--- src/rtl/cfe_pkg.sv ---
// ----------------------------------------------------------------------------
// cfe_pkg
// Shared constants and types of the COBS frame encoder: group and word
// sizes, group store addressing, and the command passed from front to back.
// ----------------------------------------------------------------------------
package cfe_pkg;

  localparam int unsigned OutBytes  = 8;
  localparam int unsigned WordBytes = (OutBytes > 8) ? 8 : OutBytes;
  localparam int unsigned WordW     = 64;
  localparam int unsigned CntW      = 4;
  localparam int unsigned SlotW     = $clog2(WordBytes);

  localparam int unsigned GroupMax  = 254;
  localparam int unsigned IdxW      = 8;
  localparam int unsigned Banks     = 2;
  localparam int unsigned BankW     = $clog2(Banks);
  localparam int unsigned RamAw     = BankW + IdxW;
  localparam int unsigned RamDepth  = Banks * (2 ** IdxW);

  // Longest run: code, full group, empty group code, delimiter.
  localparam int unsigned PosW      = 9;

  localparam int unsigned QueueDepth = 2;
  localparam int unsigned QPtrW      = $clog2(QueueDepth);
  localparam int unsigned QCntW      = $clog2(QueueDepth + 1);

  localparam logic [7:0] CodeEmpty = 8'h01;

  // One closed group plus what follows it in the same run.
  typedef struct packed {
    logic [BankW-1:0] bank;
    logic [IdxW-1:0]  len;         // bytes in the group, 0 to GroupMax
    logic             tail_empty;  // empty group follows (code 0x01)
    logic             eom;         // delimiter closes the run
  } cmd_t;

  // Back tells front that a bank has been read out.
  typedef struct packed {
    logic             valid;
    logic [BankW-1:0] bank;
  } rel_t;

endpackage

--- src/rtl/cfe_ram.sv ---
// ----------------------------------------------------------------------------
// cfe_ram
// Generic single-write, single-read RAM with registered read data.
// ----------------------------------------------------------------------------
module cfe_ram #(
  parameter int unsigned Width = 8,
  parameter int unsigned Depth = 512
) (
  input  logic                     clk_i,
  input  logic                     we_i,
  input  logic [$clog2(Depth)-1:0] waddr_i,
  input  logic [Width-1:0]         wdata_i,
  input  logic                     re_i,
  input  logic [$clog2(Depth)-1:0] raddr_i,
  output logic [Width-1:0]         rdata_o
);

  logic [Width-1:0] mem_q [Depth];
  logic [Width-1:0] rdata_q;

  always_ff @(posedge clk_i) begin
    if (we_i) begin
      mem_q[waddr_i] <= wdata_i;
    end
    if (re_i) begin
      rdata_q <= mem_q[raddr_i];
    end
  end

  assign rdata_o = rdata_q;

endmodule

--- src/rtl/cfe_front.sv ---
// ----------------------------------------------------------------------------
// cfe_front
// Accepts input items, stores group bytes in the current bank and pushes a
// command whenever an item closes a group.
// ----------------------------------------------------------------------------
module cfe_front (
  input  logic                         clk_i,
  input  logic                         rst_ni,
  input  logic [7:0]                   delimiter_i,
  input  logic                         in_valid_i,
  output logic                         in_stall_o,
  input  logic [7:0]                   data_byte_i,
  input  logic                         byte_present_i,
  input  logic                         end_of_message_i,
  output logic                         ram_we_o,
  output logic [cfe_pkg::RamAw-1:0]    ram_waddr_o,
  output logic [7:0]                   ram_wdata_o,
  output logic                         push_o,
  output cfe_pkg::cmd_t                cmd_o,
  input  logic                         q_ready_i,
  input  cfe_pkg::rel_t                rel_i,
  output logic [cfe_pkg::Banks-1:0]    busy_o
);

  logic [cfe_pkg::IdxW-1:0]  len_q, len_d;
  logic [cfe_pkg::BankW-1:0] bank_q, bank_d;
  logic [cfe_pkg::Banks-1:0] busy_q, busy_d;

  logic                      accept;
  logic                      is_delim;
  logic                      append;
  logic [cfe_pkg::IdxW-1:0]  grown;
  logic                      full;
  logic                      close_now;

  assign in_stall_o = busy_q[bank_q] || !q_ready_i;
  assign accept     = in_valid_i && !in_stall_o;

  assign is_delim  = (data_byte_i == delimiter_i);
  assign append    = byte_present_i && !is_delim;
  assign grown     = append ? (len_q + 1'b1) : len_q;
  assign full      = (grown == cfe_pkg::IdxW'(cfe_pkg::GroupMax));
  assign close_now = byte_present_i && (is_delim || full);

  assign ram_we_o    = accept && append;
  assign ram_waddr_o = {bank_q, len_q};
  assign ram_wdata_o = data_byte_i;

  assign push_o         = accept && (close_now || end_of_message_i);
  assign cmd_o.bank       = bank_q;
  assign cmd_o.len        = grown;
  assign cmd_o.tail_empty = close_now && end_of_message_i;
  assign cmd_o.eom        = end_of_message_i;

  always_comb begin
    len_d  = len_q;
    bank_d = bank_q;
    busy_d = busy_q;
    if (rel_i.valid) begin
      busy_d[rel_i.bank] = 1'b0;
    end
    if (accept) begin
      if (push_o) begin
        // Hand the bank to the back end and fill the other one.
        busy_d[bank_q] = 1'b1;
        len_d          = '0;
        bank_d         = bank_q + 1'b1;
      end else begin
        len_d = grown;
      end
    end
  end

  always_ff @(posedge clk_i or negedge rst_ni) begin
    if (!rst_ni) begin
      len_q  <= '0;
      bank_q <= '0;
      busy_q <= '0;
    end else begin
      len_q  <= len_d;
      bank_q <= bank_d;
      busy_q <= busy_d;
    end
  end

  assign busy_o = busy_q;

endmodule

--- src/rtl/cfe_queue.sv ---
// ----------------------------------------------------------------------------
// cfe_queue
// Short FIFO of group commands between front and back.
// ----------------------------------------------------------------------------
module cfe_queue (
  input  logic          clk_i,
  input  logic          rst_ni,
  input  logic          push_i,
  input  cfe_pkg::cmd_t cmd_i,
  output logic          ready_o,
  input  logic          pop_i,
  output logic          valid_o,
  output cfe_pkg::cmd_t cmd_o
);

  cfe_pkg::cmd_t               slot_q [cfe_pkg::QueueDepth];
  logic [cfe_pkg::QPtrW-1:0]   wr_q, rd_q;
  logic [cfe_pkg::QCntW-1:0]   cnt_q;
  logic                        do_push, do_pop;

  assign ready_o = (cnt_q != cfe_pkg::QCntW'(cfe_pkg::QueueDepth));
  assign valid_o = (cnt_q != '0);
  assign cmd_o   = slot_q[rd_q];

  assign do_push = push_i && ready_o;
  assign do_pop  = pop_i && valid_o;

  always_ff @(posedge clk_i) begin
    if (do_push) begin
      slot_q[wr_q] <= cmd_i;
    end
  end

  always_ff @(posedge clk_i or negedge rst_ni) begin
    if (!rst_ni) begin
      wr_q  <= '0;
      rd_q  <= '0;
      cnt_q <= '0;
    end else begin
      if (do_push) begin
        wr_q <= wr_q + 1'b1;
      end
      if (do_pop) begin
        rd_q <= rd_q + 1'b1;
      end
      case ({do_push, do_pop})
        2'b10:   cnt_q <= cnt_q + 1'b1;
        2'b01:   cnt_q <= cnt_q - 1'b1;
        default: cnt_q <= cnt_q;
      endcase
    end
  end

endmodule

--- src/rtl/cfe_back.sv ---
// ----------------------------------------------------------------------------
// cfe_back
// Walks one command byte by byte (code, group bytes from the store, empty
// group code, delimiter), packs the bytes into words and holds each word
// in an output register.
// ----------------------------------------------------------------------------
module cfe_back (
  input  logic                      clk_i,
  input  logic                      rst_ni,
  input  logic [7:0]                delimiter_i,
  input  logic                      q_valid_i,
  input  cfe_pkg::cmd_t             q_cmd_i,
  output logic                      pop_o,
  output logic                      ram_re_o,
  output logic [cfe_pkg::RamAw-1:0] ram_raddr_o,
  input  logic [7:0]                ram_rdata_i,
  output cfe_pkg::rel_t             rel_o,
  output logic                      out_valid_o,
  input  logic                      out_stall_i,
  output logic [cfe_pkg::WordW-1:0] packed_bytes_o,
  output logic [cfe_pkg::CntW-1:0]  byte_count_o,
  output logic                      run_last_o,
  output logic                      frame_end_o
);

  localparam logic StIdle = 1'b0;
  localparam logic StRun  = 1'b1;

  // Sequencer stage
  logic                      state_q, state_d;
  cfe_pkg::cmd_t             cmd_q;
  logic [cfe_pkg::PosW-1:0]  pos_q;
  logic [cfe_pkg::PosW-1:0]  last_pos_q;
  logic                      adv;
  logic                      at_last;
  logic                      from_ram;
  logic [7:0]                const_byte;
  logic [cfe_pkg::PosW-1:0]  len_ext;

  // Byte stage
  logic                      b_vld_q;
  logic                      b_ram_q;
  logic [7:0]                b_byte_q;
  logic                      b_last_q;
  logic                      b_eom_q;
  logic [7:0]                cur_byte;
  logic                      b_ok;
  logic                      consume;
  logic                      complete;

  // Word assembly
  logic [7:0]                asm_q [cfe_pkg::WordBytes];
  logic [cfe_pkg::SlotW-1:0] slot_q;
  logic [cfe_pkg::CntW-1:0]  fill;
  logic [cfe_pkg::WordW-1:0] word;

  // Output register
  logic                      o_vld_q;
  logic [cfe_pkg::WordW-1:0] o_word_q;
  logic [cfe_pkg::CntW-1:0]  o_cnt_q;
  logic                      o_last_q;
  logic                      o_fe_q;
  logic                      o_free;

  assign len_ext = {1'b0, cmd_q.len};
  assign at_last = (pos_q == last_pos_q);

  // Sort the current position into code, stored byte or trailer.
  always_comb begin
    from_ram   = 1'b0;
    const_byte = delimiter_i;
    if (pos_q == '0) begin
      const_byte = cmd_q.len + 1'b1;
    end else if (pos_q <= len_ext) begin
      from_ram = 1'b1;
    end else if (cmd_q.tail_empty && (pos_q == len_ext + 1'b1)) begin
      const_byte = cfe_pkg::CodeEmpty;
    end
  end

  assign cur_byte = b_ram_q ? ram_rdata_i : b_byte_q;
  assign fill     = {1'b0, slot_q} + 1'b1;
  assign complete = (fill == cfe_pkg::CntW'(cfe_pkg::WordBytes)) || b_last_q;
  assign o_free   = !o_vld_q || !out_stall_i;
  assign b_ok     = !b_vld_q || !complete || o_free;
  assign consume  = b_vld_q && (!complete || o_free);

  assign adv    = (state_q == StRun) && b_ok;
  assign pop_o  = (state_q == StIdle) && q_valid_i;

  assign ram_re_o    = adv && from_ram;
  assign ram_raddr_o = {cmd_q.bank, cfe_pkg::IdxW'(pos_q - 1'b1)};

  assign rel_o.valid = adv && at_last;
  assign rel_o.bank  = cmd_q.bank;

  always_comb begin
    state_d = state_q;
    unique case (state_q)
      StIdle: begin
        if (q_valid_i) begin
          state_d = StRun;
        end
      end
      StRun: begin
        if (adv && at_last) begin
          state_d = StIdle;
        end
      end
      default: state_d = StIdle;
    endcase
  end

  // Merge the incoming byte into the partial word.
  always_comb begin
    for (int j = 0; j < cfe_pkg::WordBytes; j++) begin
      if (j < int'(slot_q)) begin
        word[8*j +: 8] = asm_q[j];
      end else if (j == int'(slot_q)) begin
        word[8*j +: 8] = cur_byte;
      end else begin
        word[8*j +: 8] = '0;
      end
    end
    for (int j = cfe_pkg::WordBytes; j < 8; j++) begin
      word[8*j +: 8] = '0;
    end
  end

  always_ff @(posedge clk_i) begin
    if (pop_o) begin
      cmd_q      <= q_cmd_i;
      last_pos_q <= cfe_pkg::PosW'(q_cmd_i.len) + cfe_pkg::PosW'(q_cmd_i.tail_empty)
                    + cfe_pkg::PosW'(q_cmd_i.eom);
    end
    if (adv) begin
      b_ram_q  <= from_ram;
      b_byte_q <= const_byte;
      b_last_q <= at_last;
      b_eom_q  <= cmd_q.eom;
    end
    if (consume && !complete) begin
      asm_q[slot_q] <= cur_byte;
    end
    if (consume && complete) begin
      o_word_q <= word;
      o_cnt_q  <= fill;
      o_last_q <= b_last_q;
      o_fe_q   <= b_last_q && b_eom_q;
    end
  end

  always_ff @(posedge clk_i or negedge rst_ni) begin
    if (!rst_ni) begin
      state_q <= StIdle;
      pos_q   <= '0;
      b_vld_q <= 1'b0;
      slot_q  <= '0;
      o_vld_q <= 1'b0;
    end else begin
      state_q <= state_d;
      if (pop_o) begin
        pos_q <= '0;
      end else if (adv) begin
        pos_q <= pos_q + 1'b1;
      end
      if (adv) begin
        b_vld_q <= 1'b1;
      end else if (consume) begin
        b_vld_q <= 1'b0;
      end
      if (consume) begin
        slot_q <= complete ? '0 : cfe_pkg::SlotW'(fill);
      end
      if (consume && complete) begin
        o_vld_q <= 1'b1;
      end else if (!out_stall_i) begin
        o_vld_q <= 1'b0;
      end
    end
  end

  assign out_valid_o    = o_vld_q;
  assign packed_bytes_o = o_word_q;
  assign byte_count_o   = o_cnt_q;
  assign run_last_o     = o_last_q;
  assign frame_end_o    = o_fe_q;

endmodule

--- src/rtl/cobs_frame_encoder.sv ---
// ----------------------------------------------------------------------------
// cobs_frame_encoder
// Streaming COBS encoder with a programmable delimiter byte; encoded bytes
// leave packed eight to a word.
// ----------------------------------------------------------------------------
// Usage:
//   Input channel (in_valid_i / in_stall_o): one item per handshake with an
//   optional message byte and an end-of-message mark. Items that only add a
//   byte to the open group are taken one per cycle unless in_stall_o is high.
//   An item that closes a group hands the filled bank of the group store to
//   the back end and the front continues in the other bank at once.
//   Output channel (out_valid_o / out_stall_i): a closed group is read out
//   at one byte per cycle while not stalled, over the store's single read
//   port; a run of L bytes, code and trailer included, leaves as ceil(L/8)
//   words; run_last_o marks a run's last word, frame_end_o the delimiter's.
//   The front stalls only when the bank it would fill is still being read.
//   Configuration (cfg_valid_i / cfg_ready_o): writes the delimiter; write
//   it only while no run is in flight.
//   Reset clears the open group, the bank flags, the queue and the delimiter
//   (to zero). A stalled receiver holds the output word; the back end then
//   backs up, and the front keeps taking items until its bank is needed.
// ----------------------------------------------------------------------------
module cobs_frame_encoder (
  input  logic        clk_i,
  input  logic        rst_ni,
  input  logic        cfg_valid_i,
  output logic        cfg_ready_o,
  input  logic [7:0]  cfg_data_i,
  input  logic        in_valid_i,
  output logic        in_stall_o,
  input  logic [7:0]  data_byte_i,
  input  logic        byte_present_i,
  input  logic        end_of_message_i,
  output logic        out_valid_o,
  input  logic        out_stall_i,
  output logic [63:0] packed_bytes_o,
  output logic [3:0]  byte_count_o,
  output logic        run_last_o,
  output logic        frame_end_o
);

  logic [7:0]                   delim_q;

  logic                         ram_we;
  logic [cfe_pkg::RamAw-1:0]    ram_waddr;
  logic [7:0]                   ram_wdata;
  logic                         ram_re;
  logic [cfe_pkg::RamAw-1:0]    ram_raddr;
  logic [7:0]                   ram_rdata;

  logic                         push;
  cfe_pkg::cmd_t                push_cmd;
  logic                         q_ready;
  logic                         pop;
  logic                         q_valid;
  cfe_pkg::cmd_t                q_cmd;
  cfe_pkg::rel_t                rel;
  logic [cfe_pkg::Banks-1:0]    busy;

  // Delimiter register: always ready.
  assign cfg_ready_o = 1'b1;

  always_ff @(posedge clk_i or negedge rst_ni) begin
    if (!rst_ni) begin
      delim_q <= '0;
    end else if (cfg_valid_i && cfg_ready_o) begin
      delim_q <= cfg_data_i;
    end
  end

  // Classify items and fill the group store.
  cfe_front u_front (
    .clk_i            (clk_i),
    .rst_ni           (rst_ni),
    .delimiter_i      (delim_q),
    .in_valid_i       (in_valid_i),
    .in_stall_o       (in_stall_o),
    .data_byte_i      (data_byte_i),
    .byte_present_i   (byte_present_i),
    .end_of_message_i (end_of_message_i),
    .ram_we_o         (ram_we),
    .ram_waddr_o      (ram_waddr),
    .ram_wdata_o      (ram_wdata),
    .push_o           (push),
    .cmd_o            (push_cmd),
    .q_ready_i        (q_ready),
    .rel_i            (rel),
    .busy_o           (busy)
  );

  // Two banks of group bytes.
  cfe_ram #(
    .Width (8),
    .Depth (cfe_pkg::RamDepth)
  ) u_store (
    .clk_i   (clk_i),
    .we_i    (ram_we),
    .waddr_i (ram_waddr),
    .wdata_i (ram_wdata),
    .re_i    (ram_re),
    .raddr_i (ram_raddr),
    .rdata_o (ram_rdata)
  );

  // Closed groups waiting for the back end.
  cfe_queue u_queue (
    .clk_i   (clk_i),
    .rst_ni  (rst_ni),
    .push_i  (push),
    .cmd_i   (push_cmd),
    .ready_o (q_ready),
    .pop_i   (pop),
    .valid_o (q_valid),
    .cmd_o   (q_cmd)
  );

  // Emit code, bytes and trailer, packed into words.
  cfe_back u_back (
    .clk_i          (clk_i),
    .rst_ni         (rst_ni),
    .delimiter_i    (delim_q),
    .q_valid_i      (q_valid),
    .q_cmd_i        (q_cmd),
    .pop_o          (pop),
    .ram_re_o       (ram_re),
    .ram_raddr_o    (ram_raddr),
    .ram_rdata_i    (ram_rdata),
    .rel_o          (rel),
    .out_valid_o    (out_valid_o),
    .out_stall_i    (out_stall_i),
    .packed_bytes_o (packed_bytes_o),
    .byte_count_o   (byte_count_o),
    .run_last_o     (run_last_o),
    .frame_end_o    (frame_end_o)
  );

  // The delimiter is always the final byte of a run.
  a_fe_last : assert property (@(posedge clk_i) disable iff (!rst_ni)
    out_valid_o && frame_end_o |-> run_last_o)
    else $error("frame end on a word that does not close the run");

  // A word carries one to eight bytes.
  a_count : assert property (@(posedge clk_i) disable iff (!rst_ni)
    out_valid_o |-> (byte_count_o != 4'd0) && (byte_count_o <= 4'd8))
    else $error("byte count out of range");

  // Only a bank that was handed over can be released.
  a_release : assert property (@(posedge clk_i) disable iff (!rst_ni)
    rel.valid |-> busy[rel.bank])
    else $error("release of a bank that is not in use");

  // A new command never targets a bank still being read.
  a_push_free : assert property (@(posedge clk_i) disable iff (!rst_ni)
    push |-> !busy[push_cmd.bank])
    else $error("group closed into a busy bank");

endmodule

--- config.mk ---
export PLATFORM = sky130hd
export DESIGN_NAME = cobs_frame_encoder
export DESIGN_NICKNAME = d
export VERILOG_FILES = /design/src/rtl/cfe_pkg.sv /design/src/rtl/cfe_ram.sv /design/src/rtl/cfe_front.sv /design/src/rtl/cfe_queue.sv /design/src/rtl/cfe_back.sv /design/src/rtl/cobs_frame_encoder.sv
export SDC_FILE = /design/constraint.sdc
export NUM_CORES = 2
export LEC_CHECK = 0
export BUFFER_PORTS_ARGS = -buffer_cell sky130_fd_sc_hd__clkbuf_2
export CAP_MARGIN = 15
export CORE_MARGIN = 2
export CORE_UTILIZATION = 46
export CTS_BUF_LIST = sky130_fd_sc_hd__clkbuf_8
export CTS_CLUSTER_SIZE = 24
export DETAILED_ROUTE_END_ITERATION = 6
export PLACE_DENSITY = 0.69
export SLEW_MARGIN = 15
export SYNTH_ARGS = -nofsm -noshare
export SYNTH_HDL_FRONTEND = slang
export SYNTH_MEMORY_MAX_BITS = 65536
export SYNTH_SLANG_ARGS = --single-unit
--- constraint.sdc ---
create_clock -name clk_i -period 14.6 [get_ports clk_i]
set_clock_uncertainty 0.2 [all_clocks]
set_input_delay 4.38 -clock clk_i [delete_from_list [all_inputs] [get_ports clk_i]]
set_output_delay 4.38 -clock clk_i [all_outputs]
set_load 0.03 [all_outputs]
After elaboration in Yosys (flattened, before gate mapping)
Memory sizes are Yosys's and may differ from the RTL's. A register that Yosys moved wholly into a read port is not among the register bits.
Cells that the tools add are included.
{"block": "op_classes", "reduce_logical": 41, "bitwise": 4, "n_lt_le_gt_ge": 12, "n_addsub": 13, "mux": 48, "eq_ne": 16}
{"cell": "$mux W8", "n": 20}
{"cell": "$logic_and A1 B1 Y1", "n": 19}
{"cell": "$eq A9 B9 Y1", "n": 2}
{"cell": "$mux W1", "n": 18}
{"cell": "$mux W9", "n": 2}
{"cell": "$add A8 B1 Y8 const B", "n": 2}
{"cell": "$eq A3 B3 Y1 const A", "n": 4}
{"cell": "$add A8 B1 Y9", "n": 1}
{"cell": "$add A8 B1 Y9 const B", "n": 1}
{"cell": "$add A9 B1 Y9", "n": 1}
{"cell": "$add A9 B1 Y9 const B", "n": 1}
{"cell": "$le A9 B8 Y1", "n": 1}
{"cell": "$logic_not A9 Y1", "n": 1}
{"cell": "$lt A3 B3 Y1 const A", "n": 3}
{"cell": "$eq A8 B8 Y1", "n": 1}
{"cell": "$eq A8 B8 Y1 const B", "n": 1}
{"cell": "$logic_or A1 B1 Y1", "n": 8}
{"cell": "$reduce_bool A2 Y1", "n": 4}
{"cell": "$sub A8 B1 Y8 const B", "n": 1}
{"cell": "$logic_not A1 Y1", "n": 7}
{"cell": "$eq A2 B3 Y1 const A", "n": 2}
{"cell": "$lt A1 B3 Y1 const A", "n": 2}
{"cell": "$lt A2 B3 Y1 const A", "n": 2}
{"cell": "$mux W2", "n": 3}
{"cell": "other kinds (22)", "n": 27}
{"block": "totals", "output_inout_bits": 73, "ff_bits": 139, "n_memories": 3, "word_cells": 163, "ram_bits": 4182, "inputBits": 23}
{"name": "u_store.mem_q", "depth": 512, "word_bits": 8, "read_ports": 1, "rd_ports_with_merged_regs": 1, "wr": 1, "line_no": "cfe_ram.sv:18", "text": "logic [Width-1:0] mem_q [Depth];"}
{"name": "u_back.asm_q", "depth": 8, "word_bits": 8, "read_ports": 7, "rd_ports_with_merged_regs": 0, "wr": 1, "line_no": "cfe_back.sv:52", "text": "logic [7:0] asm_q [cfe_pkg::WordBytes];"}
{"name": "u_queue.slot_q", "depth": 2, "word_bits": 11, "read_ports": 1, "rd_ports_with_merged_regs": 0, "wr": 1, "line_no": "cfe_queue.sv:16", "text": "cfe_pkg::cmd_t slot_q [cfe_pkg::QueueDepth];"}

Depth between registers and ports, before layout
{"block": "depth", "ltp_word": 12, "depth_mapped": 21, "depth_no_buf": 12}

By module
A second synthesis with hierarchy kept.
{"block": "hier_totals", "hier_cells": 8791, "hier_area_um2": 170064.4}
{"mod": "cfe_ram", "cells_each": 8030, "area_each_um2": 160007.2, "instances": 1, "seq_area_each_um2": 123238.2}
{"mod": "cfe_back", "cells_each": 578, "area_each_um2": 7611.0, "instances": 1, "seq_area_each_um2": 5089.9}
{"mod": "cfe_front", "cells_each": 113, "area_each_um2": 1116.1, "instances": 1, "seq_area_each_um2": 275.3}
{"mod": "cfe_queue", "cells_each": 51, "area_each_um2": 987.2, "instances": 1, "seq_area_each_um2": 760.7}
{"mod": "cobs_frame_encoder", "cells_each": 19, "area_each_um2": 342.8, "instances": 1, "seq_area_each_um2": 200.2}

Least setup slack after synthesis
No wires, ideal clock.
{"block": "synth_timing", "path_kind": "in2reg", "startpoint": "input port out_stall_i", "endpoint": "register u_back.o_cnt_q, in the netlist u_back.byte_count_o[0], enable pin", "required_ns": 13.879, "t_arrival_ns": 7.797, "cell_stages": 1, "slack_ns": 6.082, "setup_time_ns": 0.521, "path_buffers": 0, "cell_sequence": "a21oi_1"}
{"block": "synth_between", "elab_chain_len": 5}
{"element": "from (decl)", "line_no": "cobs_frame_encoder.sv:35", "text": "input logic out_stall_i,"}
{"element": "$logic_not A1 Y1", "line_no": "cfe_back.sv:84", "text": "assign o_free = !o_vld_q || !out_stall_i;"}
{"element": "$logic_or A1 B1 Y1", "line_no": "cfe_back.sv:84"}
{"element": "$logic_or A1 B1 Y1", "line_no": "cfe_back.sv:86", "text": "assign consume = b_vld_q && (!complete || o_free);"}
{"element": "$logic_and A1 B1 Y1", "line_no": "cfe_back.sv:86"}
{"element": "$logic_and A1 B1 Y1", "line_no": "cfe_back.sv:145", "text": "if (consume && complete) begin"}
{"element": "to (signal assigned)", "line_no": "cfe_back.sv:147", "text": "o_cnt_q <= fill;"}
{"element": "to (decl)", "line_no": "cfe_back.sv:60", "text": "logic [cfe_pkg::CntW-1:0] o_cnt_q;"}
Every way passes these cells.
A chain may end at the register's enable or synchronous reset.

Final worst setup path
{"block": "layout_timing", "startpoint": "input port data_byte_i[1]", "endpoint": "memory u_store.mem_q[436][0], enable pin"}
{"block": "layout_between", "elab_chain_len": 6}
{"element": "from (decl)", "line_no": "cobs_frame_encoder.sv:31", "text": "input logic [7:0] data_byte_i,"}
{"element": "$eq A8 B8 Y1", "line_no": "cfe_front.sv:39", "text": "assign is_delim = (data_byte_i == delimiter_i);"}
{"element": "$logic_not A1 Y1", "line_no": "cfe_front.sv:40", "text": "assign append = byte_present_i && !is_delim;"}
{"element": "$logic_and A1 B1 Y1", "line_no": "cfe_front.sv:40"}
{"element": "$logic_and A1 B1 Y1", "line_no": "cfe_front.sv:45", "text": "assign ram_we_o = accept && append;"}
{"element": "$mux W1", "line_no": "cfe_ram.sv:22", "text": "if (we_i) begin"}
{"element": "$mux W1 (not written as such)", "line_no": "cfe_ram.sv:23", "text": "mem_q[waddr_i] <= wdata_i;"}
{"element": "to (decl)", "line_no": "cfe_ram.sv:18"}
Every way passes these cells.

==> flow_metrics.tcl <==
set metrics [dict create \
    critPathMaxStageDelay_ns 1.01 \
    hp-class "reg2reg" \
    fmax_mhz 119 \
    synth_enable_flop_cells 4283 \
    cts_tree "built" \
    postCtsHoldBufs 0 \
    regArea_mm2 0.130 \
    tightest_slew_ns 1.25 \
    wl_met1_um 171000 \
    post-cts-setup-buffers 0 \
    synth_ff_type "edfxtp_1" \
    grt.overflow.total 0 \
    topRoutingLayerUsed "met5" \
    drt_iter0_drc 13000 \
    io_pins 96 \
    ant_nets 0 \
    cts_max_level 6 \
    cts_sinks 4321 \
    syn_nets 8625 \
    chipWidth_um 610 \
    grt_max_degree 152 \
    slew_headroom_pct 16.3 \
    rsz0062_at_grt "false" \
    vias 89700 \
    cts_made_buffers 658 \
    clkLatencyLatePin_ns 1.22 \
    post-route-min-period_ns 8.40 \
    hold_viol_final 0 \
    worstSetupPathType "in2reg" \
    grt_use_total_pct 24.1 \
    final_nets 9064 \
    syn2layout_area_growth_pct 11.5 \
    coreArea_mm2 0.366 \
    grt_pass1_wl_um 647000 \
    yosysSeqAreaShare_pct 76.6 \
    wl_um 455000 \
    cts_root_buffer "clkbuf_8" \
    finalCritPeriodShare_pct 57.5 \
    cts_max_path_buffers 4 \
    synthCells 8577 \
    critPathCaptureType "flop" \
    nFillCells 27900 \
    critPathRequiredTime_ns 15.23 \
    place_congestion 0.898 \
    rows 222 \
    wl_met2_um 209000 \
    slew_viol_final 0 \
    final_cell_mix "edfxtp_1 (4283), mux4_2 (1062), nand2_1 (952), clkbuf_8 (670), nor2_1 (574)" \
    yosysWarnings 0 \
    syn_area_mm2 0.169 \
    vdd_drop_max_uv 324 \
    power_frac_clock_pct 26.2 \
    final-setup-viol-count 0 \
    die-area_mm2 0.373 \
    async_flop_share_pct 0.879 \
    p_sw_share_pct 35.8 \
    crit_path_frequent_cell "buf_4" \
    die_y_um 610 \
    fin_total_pwr_mw 38.0 \
    viasPerCell 6.24 \
    port-buffer-count 94 \
    routed-wl-met3_um 58300 \
    drc 0 \
    cts_resized 0 \
    layout_commonest_cell "edfxtp_1" \
    crit_fanout 70 \
    worst_path_max_delay_cell "nand3_1" \
    switchingPower_mw 13.6 \
    drt_pass1_iterations 6 \
    drive_gt1_share_pct 24.1 \
    multiInputGateArea_mm2 0.0376 \
    path_clk_slew_ns 0.06 \
    dp_hpwl_um 273000 \
    grt_pass1_vias 88300 \
    post_synth_num_cell_types 78 \
    wl_per_cell_um 31.7 \
    start_util_pct 46.2 \
    cap_violations 0 \
    critPathLaunchType "input port" \
    crit_arrival_ns 9.03 \
    p_comb_share_pct 36.6 \
    synth.avg_cell_area_um2 19.7 \
    crit_chain "buf_8, xnor2_1, nand4_1, nor2_1, buf_4, nor3_2, buf_4, buf_4, nand3_1, nor2_1" \
    antenna_found_initial 17 \
    p_int_mw 24.4 \
    power.density_cell_area_mw_per_mm2 202 \
    status "finished, final reports clean" \
    leakagePower_nw 59.7 \
    p_seq_share_pct 37.2 \
    final.setup.tns_ns 0 \
    synth_seq_cells 4321 \
]
power groups by stage:
stage / sequential (mW) / combinational, mW / clock [mW]
after CTS: 14.1 / 13.7 / 10.0
after floorplan: 14.3 / 9.13 / 0
after detailed placement: 14.4 / 13.7 / 0
after global placement: 14.4 / 13.5 / 0
final: 14.1 / 13.9 / 9.94
after global routing: 14.1 / 14.6 / 10.6
flip-flops by register name (all words and copies together) (netlist names), 3 cells and up:
| register | cells |
|---|---|
| u_back.packed_bytes_o | 64 |
| u_back.asm_q | 56 |
| delim_q | 8 |
| u_back.last_pos_q | 9 |
| u_store.rdata_o | 8 |
| u_back.byte_count_o | 4 |
| u_back.slot_q | 3 |
| u_store.mem_q | 4096 |
| u_queue.slot_q | 22 |
| u_back.pos_q | 9 |
| u_front.len_q | 8 |
| u_back.cmd_q | 10 |
| u_back.b_byte_q | 8 |
critical path, delay by kind of cell:
kind          cells  cell delay (ns)
xor+xnor          1             0.15
buf+inv           4             1.85
simple gates      5             2.42
cells in the mapped netlist (6+ instances only):
cell type  number  area [µm²]
o21ai_0        30         150
and2_1         19         119
nor3_1         40         200
buf_4          27         203
nand2_1       963        3610
nor4_1         16         100
buf_2         175         876
or4_1           7        52.6
buf_1          47         176
nor2b_1        10        62.6
and3_1         47         294
a22oi_1         9        67.6
o31ai_1         8        60.1
nor2_1        578        2170
a221oi_1       13         114
mux2i_1        58         581
ha_1           24         300
edfxtp_1     4283      129000
xor2_1         18         158
o211ai_1        8        60.1
a211o_1         9        78.8
nand3_1       370        1850
a21oi_1       108         541
dfrtp_1        38         951
a31oi_1        23         144
a22o_1         26         228
mux4_2       1062       23900
inv_1          31         116
xnor2_1        45         394
o21a_1          8        60.1
nand4_1        30         188
clkbuf_1      247         927
nor4b_1         8        70.1
o311ai_1        6        52.6
a311o_1         9        90.1
a2111oi_0       9        78.8
o2111ai_1       7        61.3
a211oi_1        7        52.6
mux2_2         21         236
a32oi_1         7        61.3
o221ai_1       11        96.3
o22ai_1        30         188
a311oi_1       17         149
per-stage QoR:
step | setup slack [ns] | cells | hold slack, ns | instance area (µm²) | utilization [%]
floorplan | 6.08 | 8577 | 0.200 | 169000 | -
global placement | 5.04 | 13200 | 0.210 | 175000 | 48.0
detailed placement | 5.04 | 13200 | 0.218 | 175000 | 48.0
CTS | 6.33 | 14400 | 0.233 | 188000 | 51.5
global route | 6.18 | 14400 | 0.233 | 188000 | 51.5
finish | 6.20 | 14400 | 0.232 | 189000 | 51.5
final timing paths:
path | endpoint | cells after the start | start | slack, ns
max reg2reg | u_store.rdata_o[0]$_DFFE_PP_ | 12 | u_back.pos_q[0]$_DFFE_PN0P_ | 7.50
max | u_store.mem_q[436][0]$_DFFE_PP_ | 10 | data_byte_i[1] | 6.20
max in group asynchronous | u_back.pos_q[0]$_DFFE_PN0P_ | 2 | rst_ni | 10.73
min | u_back.b_eom_q$_DFFE_PP_ | 0 | u_back.cmd_q[0]$_DFFE_PP_ | 0.23
min in group asynchronous | delim_q[1]$_DFFE_PN0P_ | 2 | rst_ni | 3.03
min reg2reg | u_back.b_eom_q$_DFFE_PP_ | 0 | u_back.cmd_q[0]$_DFFE_PP_ | 0.23
kinds of logic after synthesis:
logic type | count (synthesis) | synth area share, %
mux | 1141 | 14.6
simple gates | 2123 | 5.33
flops | 4321 | 76.6
fa+ha+maj | 25 | 0.189
other cells | 1 | 0.00222
buf+inv | 531 | 1.38
compound gates | 372 | 1.55
xor+xnor | 63 | 0.326
metal layers:
layer	up-vias	GRT usage, %
met3	897	7.19
met1	46400	33.3
met4	8	8.75
met5	-	0
met2	6663	36.6
li1	35700	-
area by class of cell:
type                       instances  share of cell area [%]
clock inverter                   518                    1.99
multi-input combinational       3725                    20.0
tap                             4816                    3.20
sequential                      4321                    68.7
antenna                           14                  0.0186
inverter                          33                  0.0657
timing repair buffer             277                    1.14
clock buffer                     670                    4.89
Power figures use the tool's default switching activity.
